**src/rtl/core/eds_pkg.sv**
```systemverilog
// Shared types, constants and a helper function for the encoder detent setpoint block.
`timescale 1ns / 1ps

package eds_pkg;

  localparam int CfgW     = 16;
  localparam int IdxW     = 3;
  localparam int DivW     = 17;
  localparam int DivSteps = 17;
  localparam int CntW     = 5;

  typedef struct packed {
    logic [1:0]  command;
    logic [15:0] position;
    logic        edit_current;
    logic        coarse_mode;
    logic [9:0]  load_value;
  } in_item_t;

  typedef struct packed {
    logic [9:0]         voltage_setpoint;
    logic [9:0]         current_setpoint;
    logic signed [15:0] detent_count;
  } out_item_t;

  typedef enum logic [1:0] {
    CMD_SAMPLE    = 2'd0,
    CMD_LOAD_VOLT = 2'd1,
    CMD_LOAD_CURR = 2'd2,
    CMD_NONE      = 2'd3
  } cmd_e;

  typedef enum logic [IdxW-1:0] {
    REG_COUNTER_MAX  = 3'd0,
    REG_CPD          = 3'd1,
    REG_REVERSE      = 3'd2,
    REG_VOLT_FINE    = 3'd3,
    REG_VOLT_COARSE  = 3'd4,
    REG_CURR_FINE    = 3'd5,
    REG_CURR_COARSE  = 3'd6
  } reg_idx_e;

  typedef enum logic [2:0] {
    ST_IDLE,
    ST_PREP,
    ST_DIV,
    ST_SAT,
    ST_MUL,
    ST_APPLY
  } state_e;

  typedef struct packed {
    logic accept;
    logic prep;
    logic div_step;
    logic sat;
    logic mul;
    logic commit;
  } dp_cmd_t;

  function automatic logic [9:0] clamp_set(input logic signed [27:0] v,
                                           input logic [9:0] lo,
                                           input logic [9:0] hi);
    logic signed [27:0] t;
    logic signed [27:0] lo_s;
    logic signed [27:0] hi_s;
    lo_s = $signed({18'b0, lo});
    hi_s = $signed({18'b0, hi});
    t = v;
    if (t < lo_s) t = lo_s;
    if (t > hi_s) t = hi_s;
    if (t < 28'sd0) t = 28'sd0;
    return t[9:0];
  endfunction

endpackage

```
**src/rtl/core/eds_ctrl.sv**
```systemverilog
// Sequencing state machine: accept, wrap fix, divide, saturate, scale, apply.
`timescale 1ns / 1ps

module eds_ctrl (
  input  logic             clk_i,
  input  logic             rst_ni,
  input  logic             in_valid_i,
  input  logic             in_sample_i,
  input  logic             out_ready_i,
  output logic             in_ready_o,
  output logic             out_valid_o,
  output eds_pkg::dp_cmd_t cmd_o
);
  import eds_pkg::*;

  state_e          state_q, state_d;
  logic [CntW-1:0] cnt_q, cnt_d;
  logic            out_valid_q, out_valid_d;

  always_ff @(posedge clk_i or negedge rst_ni) begin
    if (!rst_ni) begin
      state_q     <= ST_IDLE;
      cnt_q       <= '0;
      out_valid_q <= 1'b0;
    end else begin
      state_q     <= state_d;
      cnt_q       <= cnt_d;
      out_valid_q <= out_valid_d;
    end
  end

  always_comb begin
    state_d    = state_q;
    cnt_d      = cnt_q;
    cmd_o      = '0;
    in_ready_o = 1'b0;
    case (state_q)
      ST_IDLE: begin
        in_ready_o = 1'b1;
        if (in_valid_i) begin
          cmd_o.accept = 1'b1;
          state_d      = in_sample_i ? ST_PREP : ST_APPLY;
        end
      end
      ST_PREP: begin
        cmd_o.prep = 1'b1;
        cnt_d      = '0;
        state_d    = ST_DIV;
      end
      ST_DIV: begin
        cmd_o.div_step = 1'b1;
        if (cnt_q == CntW'(DivSteps - 1)) begin
          state_d = ST_SAT;
        end else begin
          cnt_d = cnt_q + CntW'(1);
        end
      end
      ST_SAT: begin
        cmd_o.sat = 1'b1;
        state_d   = ST_MUL;
      end
      ST_MUL: begin
        cmd_o.mul = 1'b1;
        state_d   = ST_APPLY;
      end
      ST_APPLY: begin
        if (!out_valid_q || out_ready_i) begin
          cmd_o.commit = 1'b1;
          state_d      = ST_IDLE;
        end
      end
      default: begin
        state_d = ST_IDLE;
      end
    endcase
  end

  always_comb begin
    if (cmd_o.commit) begin
      out_valid_d = 1'b1;
    end else if (out_ready_i) begin
      out_valid_d = 1'b0;
    end else begin
      out_valid_d = out_valid_q;
    end
  end

  assign out_valid_o = out_valid_q;

endmodule

```
**src/rtl/core/eds_datapath.sv**
```systemverilog
// Datapath: config registers, wrap correction, serial divider, scaling and clamping.
`timescale 1ns / 1ps

module eds_datapath #(
  parameter int VOLT_MIN = 0,
  parameter int VOLT_MAX = 100,
  parameter int CURR_MIN = 0,
  parameter int CURR_MAX = 100,
  parameter int PosW     = 16
) (
  input  logic                     clk_i,
  input  logic                     rst_ni,
  input  logic                     cfg_we_i,
  input  logic [eds_pkg::IdxW-1:0] cfg_idx_i,
  input  logic [eds_pkg::CfgW-1:0] cfg_wdata_i,
  input  eds_pkg::in_item_t        in_data_i,
  input  eds_pkg::dp_cmd_t         cmd_i,
  output logic                     in_sample_o,
  output eds_pkg::out_item_t       out_data_o
);
  import eds_pkg::*;

  localparam logic [9:0] VoltLo = 10'(VOLT_MIN);
  localparam logic [9:0] VoltHi = 10'(VOLT_MAX);
  localparam logic [9:0] CurrLo = 10'(CURR_MIN);
  localparam logic [9:0] CurrHi = 10'(CURR_MAX);

  // configuration
  logic [15:0] cm_q;
  logic [8:0]  cpd_q;
  logic        rev_q;
  logic [6:0]  vf_q, vc_q;
  logic [9:0]  cf_q, cc_q;

  // architectural state
  logic [PosW-1:0]    prev_pos_q;
  logic signed [17:0] residue_q;
  logic [9:0]         volt_q, curr_q;

  // per-item working registers
  in_item_t           item_q;
  logic signed [17:0] delta_q;
  logic [DivW-1:0]    dq_q;
  logic [8:0]         rem_q;
  logic               neg_q;
  logic signed [15:0] detents_q;
  logic signed [26:0] product_q;
  out_item_t          out_q;

  always_ff @(posedge clk_i or negedge rst_ni) begin
    if (!rst_ni) begin
      cm_q  <= 16'hFFFF;
      cpd_q <= 9'd4;
      rev_q <= 1'b0;
      vf_q  <= 7'd1;
      vc_q  <= 7'd10;
      cf_q  <= 10'd1;
      cc_q  <= 10'd10;
    end else if (cfg_we_i) begin
      case (reg_idx_e'(cfg_idx_i))
        REG_COUNTER_MAX: cm_q  <= cfg_wdata_i[15:0];
        REG_CPD:         cpd_q <= cfg_wdata_i[8:0];
        REG_REVERSE:     rev_q <= cfg_wdata_i[0];
        REG_VOLT_FINE:   vf_q  <= cfg_wdata_i[6:0];
        REG_VOLT_COARSE: vc_q  <= cfg_wdata_i[6:0];
        REG_CURR_FINE:   cf_q  <= cfg_wdata_i[9:0];
        REG_CURR_COARSE: cc_q  <= cfg_wdata_i[9:0];
        default: begin
        end
      endcase
    end
  end

  assign in_sample_o = (in_data_i.command == CMD_SAMPLE);

  // raw delta against the previous reading
  logic [15:0]        pos_ext, prev_ext;
  logic signed [17:0] delta_d;
  assign pos_ext  = 16'(in_data_i.position[PosW-1:0]);
  assign prev_ext = 16'(prev_pos_q);
  assign delta_d  = $signed({2'b00, pos_ext} - {2'b00, prev_ext});

  // wrap correction and residue add
  logic signed [17:0] half_s, span_s, fixed_s, acc_s, acc_neg;
  assign half_s  = $signed({3'b000, cm_q[15:1]});
  assign span_s  = $signed({2'b00, cm_q} + 18'd1);
  always_comb begin
    if (delta_q > half_s) begin
      fixed_s = delta_q - span_s;
    end else if (delta_q < -half_s) begin
      fixed_s = delta_q + span_s;
    end else begin
      fixed_s = delta_q;
    end
  end
  assign acc_s   = residue_q + fixed_s;
  assign acc_neg = -acc_s;

  // one restoring divide step per cycle
  logic [8:0] cpd_eff;
  logic [9:0] trial;
  logic       ge;
  assign cpd_eff = (cpd_q == 9'd0) ? 9'd1 : cpd_q;
  assign trial   = {rem_q, dq_q[DivW-1]};
  assign ge      = (trial >= {1'b0, cpd_eff});

  // sign and saturation of the quotient
  logic               neg_res;
  logic signed [15:0] det_sat;
  assign neg_res = neg_q ^ rev_q;
  always_comb begin
    if (neg_res) begin
      det_sat = (dq_q > 17'd32768) ? 16'sh8000 : $signed(16'(17'd0 - dq_q));
    end else begin
      det_sat = (dq_q > 17'd32767) ? 16'sh7FFF : $signed(dq_q[15:0]);
    end
  end

  // step selection
  logic [9:0] step;
  always_comb begin
    if (item_q.edit_current) begin
      step = item_q.coarse_mode ? cc_q : cf_q;
    end else begin
      step = item_q.coarse_mode ? {3'b000, vc_q} : {3'b000, vf_q};
    end
  end

  // final add and clamp
  logic               is_sample, tgt_curr, do_write;
  logic [9:0]         base, lo, hi, new_val, volt_next, curr_next;
  logic signed [27:0] sum_s;
  assign is_sample = (item_q.command == CMD_SAMPLE);
  assign tgt_curr  = is_sample ? item_q.edit_current : (item_q.command == CMD_LOAD_CURR);
  assign base      = tgt_curr ? curr_q : volt_q;
  assign lo        = tgt_curr ? CurrLo : VoltLo;
  assign hi        = tgt_curr ? CurrHi : VoltHi;
  assign sum_s     = is_sample ? ($signed({18'b0, base}) + 28'(product_q))
                               : $signed({18'b0, item_q.load_value});
  assign new_val   = clamp_set(sum_s, lo, hi);
  assign do_write  = (is_sample && (detents_q != 16'sd0)) ||
                     (item_q.command == CMD_LOAD_VOLT) ||
                     (item_q.command == CMD_LOAD_CURR);
  assign volt_next = (do_write && !tgt_curr) ? new_val : volt_q;
  assign curr_next = (do_write && tgt_curr) ? new_val : curr_q;

  always_ff @(posedge clk_i or negedge rst_ni) begin
    if (!rst_ni) begin
      prev_pos_q <= '0;
      residue_q  <= '0;
      volt_q     <= VoltLo;
      curr_q     <= CurrLo;
    end else begin
      if (cmd_i.accept && in_sample_o) begin
        prev_pos_q <= in_data_i.position[PosW-1:0];
      end
      if (cmd_i.sat) begin
        residue_q <= neg_q ? -$signed({9'b0, rem_q}) : $signed({9'b0, rem_q});
      end
      if (cmd_i.commit) begin
        volt_q <= volt_next;
        curr_q <= curr_next;
      end
    end
  end

  always_ff @(posedge clk_i) begin
    if (cmd_i.accept) begin
      item_q    <= in_data_i;
      delta_q   <= delta_d;
      detents_q <= '0;
    end
    if (cmd_i.prep) begin
      neg_q <= acc_s[17];
      dq_q  <= acc_s[17] ? acc_neg[DivW-1:0] : acc_s[DivW-1:0];
      rem_q <= '0;
    end
    if (cmd_i.div_step) begin
      rem_q <= ge ? 9'(trial - {1'b0, cpd_eff}) : trial[8:0];
      dq_q  <= {dq_q[DivW-2:0], ge};
    end
    if (cmd_i.sat) begin
      detents_q <= det_sat;
    end
    if (cmd_i.mul) begin
      product_q <= 27'(detents_q) * 27'($signed({1'b0, step}));
    end
    if (cmd_i.commit) begin
      out_q.voltage_setpoint <= volt_next;
      out_q.current_setpoint <= curr_next;
      out_q.detent_count     <= detents_q;
    end
  end

  assign out_data_o = out_q;

endmodule

```
**src/rtl/core/encoder_detent_setpoint.sv**
```systemverilog
// Top level of the encoder detent setpoint block.
//
//   channel | signals                          | direction
//   in      | in_valid_i in_ready_o in_data_i  | position samples and load commands
//   out     | out_valid_o out_ready_i out_data_o | setpoints and detents, one per item
//   cfg     | cfg_we_i cfg_idx_i cfg_wdata_i   | register writes, no wait
//
// A position sample goes from accept through wrap fix and the one-bit-per-cycle detent
// divider, then saturate, multiply, apply. Load commands and the unused command go
// straight to apply. The block takes one item at a time; the next item is taken once
// the result is presented, also while a result waits.
// A stalled output holds the block in its apply step until the result is taken.
// Reset restores register defaults, clears position and residue, setpoints go to min.
`timescale 1ns / 1ps

module encoder_detent_setpoint #(
  parameter int VOLT_MIN      = 0,
  parameter int VOLT_MAX      = 100,
  parameter int CURR_MIN      = 0,
  parameter int CURR_MAX      = 100,
  parameter int POSITION_BITS = 16
) (
  input  logic                     clk_i,
  input  logic                     rst_ni,
  input  logic                     in_valid_i,
  output logic                     in_ready_o,
  input  eds_pkg::in_item_t        in_data_i,
  output logic                     out_valid_o,
  input  logic                     out_ready_i,
  output eds_pkg::out_item_t       out_data_o,
  input  logic                     cfg_we_i,
  input  logic [eds_pkg::IdxW-1:0] cfg_idx_i,
  input  logic [eds_pkg::CfgW-1:0] cfg_wdata_i
);
  import eds_pkg::*;

  localparam int PosW = (POSITION_BITS < 16) ? POSITION_BITS : 16;

  dp_cmd_t cmd;
  logic    in_sample;

  eds_ctrl u_ctrl (
    .clk_i       (clk_i),
    .rst_ni      (rst_ni),
    .in_valid_i  (in_valid_i),
    .in_sample_i (in_sample),
    .out_ready_i (out_ready_i),
    .in_ready_o  (in_ready_o),
    .out_valid_o (out_valid_o),
    .cmd_o       (cmd)
  );

  eds_datapath #(
    .VOLT_MIN (VOLT_MIN),
    .VOLT_MAX (VOLT_MAX),
    .CURR_MIN (CURR_MIN),
    .CURR_MAX (CURR_MAX),
    .PosW     (PosW)
  ) u_dp (
    .clk_i       (clk_i),
    .rst_ni      (rst_ni),
    .cfg_we_i    (cfg_we_i),
    .cfg_idx_i   (cfg_idx_i),
    .cfg_wdata_i (cfg_wdata_i),
    .in_data_i   (in_data_i),
    .cmd_i       (cmd),
    .in_sample_o (in_sample),
    .out_data_o  (out_data_o)
  );

`ifndef ASSERT_OFF
  a_one_item: assert property (@(posedge clk_i) disable iff (!rst_ni)
    (in_valid_i && in_ready_o) |=> !in_ready_o)
    else $error("item accepted while another is in work");

  a_commit_shows: assert property (@(posedge clk_i) disable iff (!rst_ni)
    cmd.commit |=> out_valid_o)
    else $error("committed result not presented");

  a_no_overwrite: assert property (@(posedge clk_i) disable iff (!rst_ni)
    cmd.commit |-> (!out_valid_o || out_ready_i))
    else $error("pending result overwritten");
`endif

endmodule
```
**config.mk**
```make
export PLATFORM = sky130hd
export DESIGN_NAME = encoder_detent_setpoint
export DESIGN_NICKNAME = d
export VERILOG_FILES = /design/src/rtl/core/eds_pkg.sv /design/src/rtl/core/eds_ctrl.sv /design/src/rtl/core/eds_datapath.sv /design/src/rtl/core/encoder_detent_setpoint.sv
export SDC_FILE = /design/constraint.sdc
export NUM_CORES = 1
export LEC_CHECK = 0
export ABC_AREA = 1
export BUFFER_PORTS_ARGS = -buffer_cell sky130_fd_sc_hd__buf_4
export CAP_MARGIN = 40
export CELL_PAD_IN_SITES_DETAIL_PLACEMENT = 0
export CELL_PAD_IN_SITES_GLOBAL_PLACEMENT = 2
export CORE_MARGIN = 2
export CORE_UTILIZATION = 30
export CTS_CLUSTER_SIZE = 8
export DETAILED_ROUTE_END_ITERATION = 8
export PLACE_DENSITY = 0.73
export SETUP_SLACK_MARGIN = 0.15
export SYNTH_ARGS = -nofsm -noshare
export SYNTH_HDL_FRONTEND = slang
export SYNTH_SLANG_ARGS = --single-unit
```
**constraint.sdc**
```tcl
create_clock -name clk_i -period 6.7 [get_ports clk_i]
set_input_delay 0.335 -clock clk_i [delete_from_list [all_inputs] [get_ports clk_i]]
set_output_delay 0.335 -clock clk_i [all_outputs]
set_load 0.01 [all_outputs]
```
# Word level (Yosys, flattened, before mapping)

Cells that the tools add are included.

Register bits: 261
Input bits: 54
Output and inout port bits: 38

Add/subtract/negate cells: 12
Multiply operators: 1
Order comparisons: 8
Eq/ne operators: 18
Multiplexer cells: 44
Bitwise operators: 1
Reductions and logical operators: 28

Operators with widths:

| kind                                                         | count |
|---|---|
| 2-to-1 mux 28 bit                                            | 3 |
| 2-to-1 mux 16 bit                                            | 5 |
| 2-to-1 mux 10 bit                                            | 6 |
| less-than comparator 28 x 1 -> 1 bit (second input constant) | 2 |
| 2-to-1 mux 18 bit                                            | 3 |
| 2-to-1 mux 17 bit                                            | 3 |
| adder 18 bit                                                 | 2 |
| 2-to-1 mux 9 bit                                             | 4 |
| adder 11 x 27 -> 28 bit                                      | 1 |
| > comparator 28 x 8 -> 1 bit (second input constant)         | 1 |
| multiplier 16 x 11 -> 27 bit                                 | 1 |
| > comparator 18 x 16 -> 1 bit                                | 1 |
| less-than comparator 18 bit                                  | 1 |
| negation 15 -> 18 bit                                        | 1 |
| negation 9 -> 18 bit                                         | 1 |
| case mux 3 bit (6 select lines)                              | 1 |
| subtractor 18 bit                                            | 1 |
| adder 16 x 1 -> 17 bit (second input constant)               | 1 |
| > comparator 17 x 15 -> 1 bit (second input constant)        | 1 |
| > comparator 17 x 16 -> 1 bit (second input constant)        | 1 |
| negation 17 bit                                              | 1 |
| subtractor 16 x 16 -> 17 bit                                 | 1 |
| AND reduction 2 bit                                          | 8 |
| nonzero test 16 bit                                          | 1 |
| 26 further kinds                                             | 61 |

# Longest topological paths before layout

Depth after elaboration: 12
Gate-level depth with buffers: 43

# Modules after synthesis

From an unflattened synthesis, not the netlist that was laid out.

Cell total of the unflattened synthesis: 3,129
Area total of the unflattened synthesis: 24,378.4 um2

By module, submodules not included:

| module       | times used | cells an instance | area each (um2) | seq. area each (um2) |
|---|---|---|---|---|
| eds_datapath | 1          | 3,051             | 23,795.3        | 6,970.4 |
| eds_ctrl     | 1          | 78                | 583.1           | 225.2 |

# Worst setup path before layout

No wires, ideal clock.

Path kind: register -> register
Start: reg u_dp.item_q[10] (netlist bit)
End: reg u_dp.product_q[23] (data pin)
Setup time: 260 ps
Arrival: 5,639 ps
Required time: 6,440 ps
Path slack: 801 ps
Cell stages (with the launch flop): 28
Path buffers: 3
Period minus slack after synthesis: 5,899 ps
Path through: edfxtp_1 -> clkbuf_1 -> clkinv_1 -> clkbuf_1 -> nand2_1 -> nand3_1 -> nand2_1 -> clkbuf_1 -> nor2_1 -> fa_1 -> fa_1 -> inv_1 -> fa_1 -> fa_1 -> fa_1 -> inv_1 -> ha_1 -> a21oi_1 -> inv_1 -> nor2_1 -> o221ai_1 -> a21oi_1 -> o21ai_0 -> nand2_1 -> nand2_1 -> nand2_1 -> nand2_1 -> xor2_1

Word-level cells in the longest chain between the ends: 3
Elaborated cells on any way between the ends: 4
Classes of those cells: mul: 1; mux: 3

RTL lines:

| element                                                      | RTL line                                 | source |
|---|---|---|
| start: declaration                                           | eds_datapath.sv:41                       | `in_item_t item_q;` |
| start signal: assignment                                     | eds_datapath.sv:169                      | `item_q <= in_data_i;` |
| 2-to-1 mux 7 bit / 2-to-1 mux 10 bit (equally long branches) | eds_datapath.sv:125, eds_datapath.sv:123 |  |
| 2-to-1 mux 10 bit *                                          | eds_datapath.sv:122                      | `if (item_q.edit_current) begin` |
| multiplier 16 x 11 -> 27 bit *                               | eds_datapath.sv:186                      | `product_q <= 27'(detents_q) * 27'($signed({1'b0, step}));` |
| end signal: assignment                                       | eds_datapath.sv:186                      |  |
| end: declaration                                             | eds_datapath.sv:47                       | `logic signed [26:0] product_q;` |

Mark *: on every way between the ends. The rest lies on a longest branch, timed or not.
A chain may end at the register's enable or synchronous reset.

# Worst setup path in the final report

Start: reg u_dp.item_q[10] (netlist bit)
End: reg u_dp.product_q[20] (data pin)

The elaborated chain is that of the path after synthesis.

==> impl_metrics.csv <==
group,metric,value,unit
final_layout,final_cells,4321,
synth,ys_async_sr_fraction,47.10,%
timing,slew_viol_final,0,
worst_setup_path,worstPathArrival,6.41,ns
synth,synth.most_common_cell,"nand2_1",
clock_network,cts.clk_slew.worst_paths,0.05,ns
clock_network,numCtsBuffers,40,
route,vias_per_cell,4.730,
place,place_hpwl,56680,µm
route,drt_iter0_drc,957,
global_routing,groute.usage.overall,17.07,%
synth,syn_avg_cell_area,7.846,µm²
synth,synth_area,24200,µm²
route,routed_wl,69970,µm
worst_setup_path,critPathKind,"reg -> reg",
global_routing,grt_max_degree,58,
clock_network,htree_levels,2,
global_routing,first_global_vias,21132,
final_layout,syn_to_final_growth,15.52,%
synth,syn-num-nets,3480,
global_routing,grt_overflow_total,0,
floorplanning,die_h,288,µm
timing,clock_skew,0.03637,ns
flow_run,maxCapViolations,0,
route,drc,0,
route,first_pass_iters,5,
floorplanning,fp.dieW,288,µm
synth,yosys.area.top_type,"edfxtp_1",
route,ant_nets,0,
floorplanning,placementRows,104,
worst_setup_path,startpoint_type,"flip-flop",
place,io_buffers,91,
timing,fin_crit_sh,91.61,%
synth,netlist_top_cells_count,"nand2_1 (729), inv_1 (470), nor2_1 (278)",
synth,yosys_warnings,0,
worst_setup_path,regToRegStartpoint,"u_dp.item_q[10]",
timing,tightest_slew,0.6859,ns
clock_network,cts_tree,"yes",
place,pre_cts_ws,0.5826,ns
route,wire_per_inst,16.19,µm
synth,synth.area.top_cells,"edfxtp_1 (17%), fa_1 (12%), nand2_1 (11%)",
worst_setup_path,r2r_slack,0.56,ns
final_layout,nFillCells,8501,
clock_network,clk_latency,0.57,ns
worst_setup_path,path_max_fanout,12,
global_routing,antenna_found_initial,0,
synth,synth-seq-area-share,29.74,%
clock_network,root_buffer,"clkbuf_16",
timing,finalHoldViolations,0,
final_layout,drive_gt1_share,9.141,%
worst_setup_path,worst_r2r_path_depth,24,
synth,synth_top_area_share,17.00,%
final_layout,final_nets,3625,
timing,post-route-min-period,6.138,ns
timing,max_slew_margin,54.27,%
min_path,worstHoldPathType,"in -> reg",
worst_setup_path,reg2reg_to,"u_dp.product_q[20]",
clock_network,cts.sinks,259,
timing,setup_viol,0,
clock_network,cts.path.max_buffers,3,
place,gp_congestion,0.9180,
timing,timing.fmax,162.9,MHz
global_routing,grt_pass1_wl,113400,µm
route,num_vias,20440,
worst_setup_path,crit_required,6.97,ns
synth,synth_ff_type,"edfxtp_1",
floorplanning,num_io_pins,92,
floorplanning,die-area,82940,µm²
timing,worst_slack,0.5619,ns
synth,ys_types,59,
place,post-place-cells,4212,
synth,syn_inst,3084,
timing,fin_tns_setup,0,ns
min_path,min_to,"u_dp.prev_ext[0]",
synth,yosys_register_bits,259,
run_status,outcome,"finished, final reports clean",
min_path,hold_start,"in_data_i[12]",
timing,grt_setup_unrepaired,"false",
floorplanning,core_area,80160,µm²
worst_setup_path,crit_path_end_kind,"flip-flop",
min_path,hold_depth,3,
synth,synth_edf_count,137,
floorplanning,start_util,30.19,%
how the worst max path moves through the flow:
stage                     from                  to  slack [ns]  cells after the start
4_1_cts        u_dp.item_q[10]  u_dp.product_q[20]        0.55                     24
3_5_place_dp   u_dp.item_q[10]  u_dp.product_q[20]        0.58                     24
5_1_grt           u_dp.cm_q[2]       u_dp.dq_q[10]        0.13                     40
3_3_place_gp   u_dp.item_q[10]  u_dp.product_q[20]        0.59                     24
6_report       u_dp.item_q[10]  u_dp.product_q[20]        0.56                     24
2_1_floorplan  u_dp.item_q[10]  u_dp.product_q[23]        0.80                     27
registers in the layout (all words and copies together) (netlist names), 10 cells and up:
signal           flops
u_dp.delta_q        17
u_dp.item_q         14
u_dp.product_q      27
u_dp.dq_q           17
u_dp.prev_ext       16
u_dp.volt_q         10
u_dp.residue_q      17
u_dp.cc_q           10
u_dp.curr_q         10
u_dp.out_data_o     36
u_dp.cf_q           10
u_dp.detents_q      16
u_dp.cm_q           16
layout make-up:
type	instances	area (µm²)	share of cell area [%]
flip-flops and latches	259	7196	25.74
diodes	1	2.502	0.008952
multi-input cells	2259	14870	53.21
repair buffers	172	1425	5.098
clock inverters	4	81.33	0.2909
clock buffers	69	1182	4.230
well taps	1060	1326	4.745
inverters	497	1866	6.674
worst max-delay path: stages (launching register included):
cell and delay [ns]:
edfxtp_1 0.38, clkinv_1 0.17, buf_4 0.18, nand2_1 0.05, nand3_1 0.06, nand2_1 0.08, inv_1 0.34, nand2_1 0.14
fa_1 0.52, inv_1 0.05, fa_1 0.49, inv_1 0.05, fa_1 0.47, inv_1 0.05, fa_1 0.50, fa_1 0.48
ha_1 0.37, nand2_1 0.09, o21ai_0 0.33, a21oi_1 0.12, o21ai_0 0.33, nand4_1 0.15, o211ai_1 0.17, a21oi_1 0.13
xnor2_1 0.16
layer usage:
metal	track usage, %	share of wire (%)	wire length (µm)	vias to the layer above
li1	-	-	-	10263
met1	20.69	43	30400	9760
met2	31.42	51	35520	312
met3	1.886	2.8	1963	105
met4	5.363	3.0	2090	0
met5	0	0	0	-
stage by stage:
step                      instance area [µm²]  utilization (%)  hold WS (ns)
after floorplan                         24200                -       0.03941
after global placement                  26230            32.73        0.4131
after detailed placement                26300            32.81        0.4202
after CTS                               27910            34.82      0.004869
after global routing                    27950            34.87       0.01855
final                                   27950            34.87       0.04499
cell usage in the layout, fill, tap and decap left out, drive strengths merged, types with 2 or more instances in the layout:
cell,synthesis,final
nand2,738,738
inv,485,485
nor2,290,290
ha,191,191
o21ai,189,189
nand3,178,178
a21oi,159,159
fa,151,151
edfxtp,137,137
buf,23,137
dfrtp,99,99
xor2,96,96
clkbuf,46,69
nand4,54,54
nor3,39,39
dlygate4sd3,0,35
xnor2,29,29
dfstp,23,23
or2,18,18
nand3b,17,17
a31oi,16,16
o211ai,15,15
clkinv,12,15
a21boi,12,12
o31ai,10,10
nor4,10,10
o22ai,8,8
and2,7,7
o21a,6,6
a21o,6,6
o21bai,4,4
a211oi,4,4
o221ai,2,2
nor3b,2,2
o41ai,2,2
cell families (layout without fill, tap and decap cells):
family,after synthesis,count (layout),synth area share [%]
adder cells (fa/ha/maj),342,342,22.37
flip-flops,259,259,29.74
buffers and inverters,566,742,9.075
XOR/XNOR,125,125,4.525
multiplexers,1,1,0.04137
AO/OA/AOI/OAI,436,436,9.949
AND/OR/NAND/NOR,1355,1355,24.30
other,0,1,0
repair_timing:
item / CTS / global route
setup buffers: 0 / 0
setup endpoints to repair: 0 / 8
hold buffers: 35 / 0
endpoints found under the hold margin: 84 / 0
resized for setup: 0 / 7
Power is left out: the tool's default activity adds up to more than one toggle a clock period on the data nets, which glitch-free logic cannot reach.
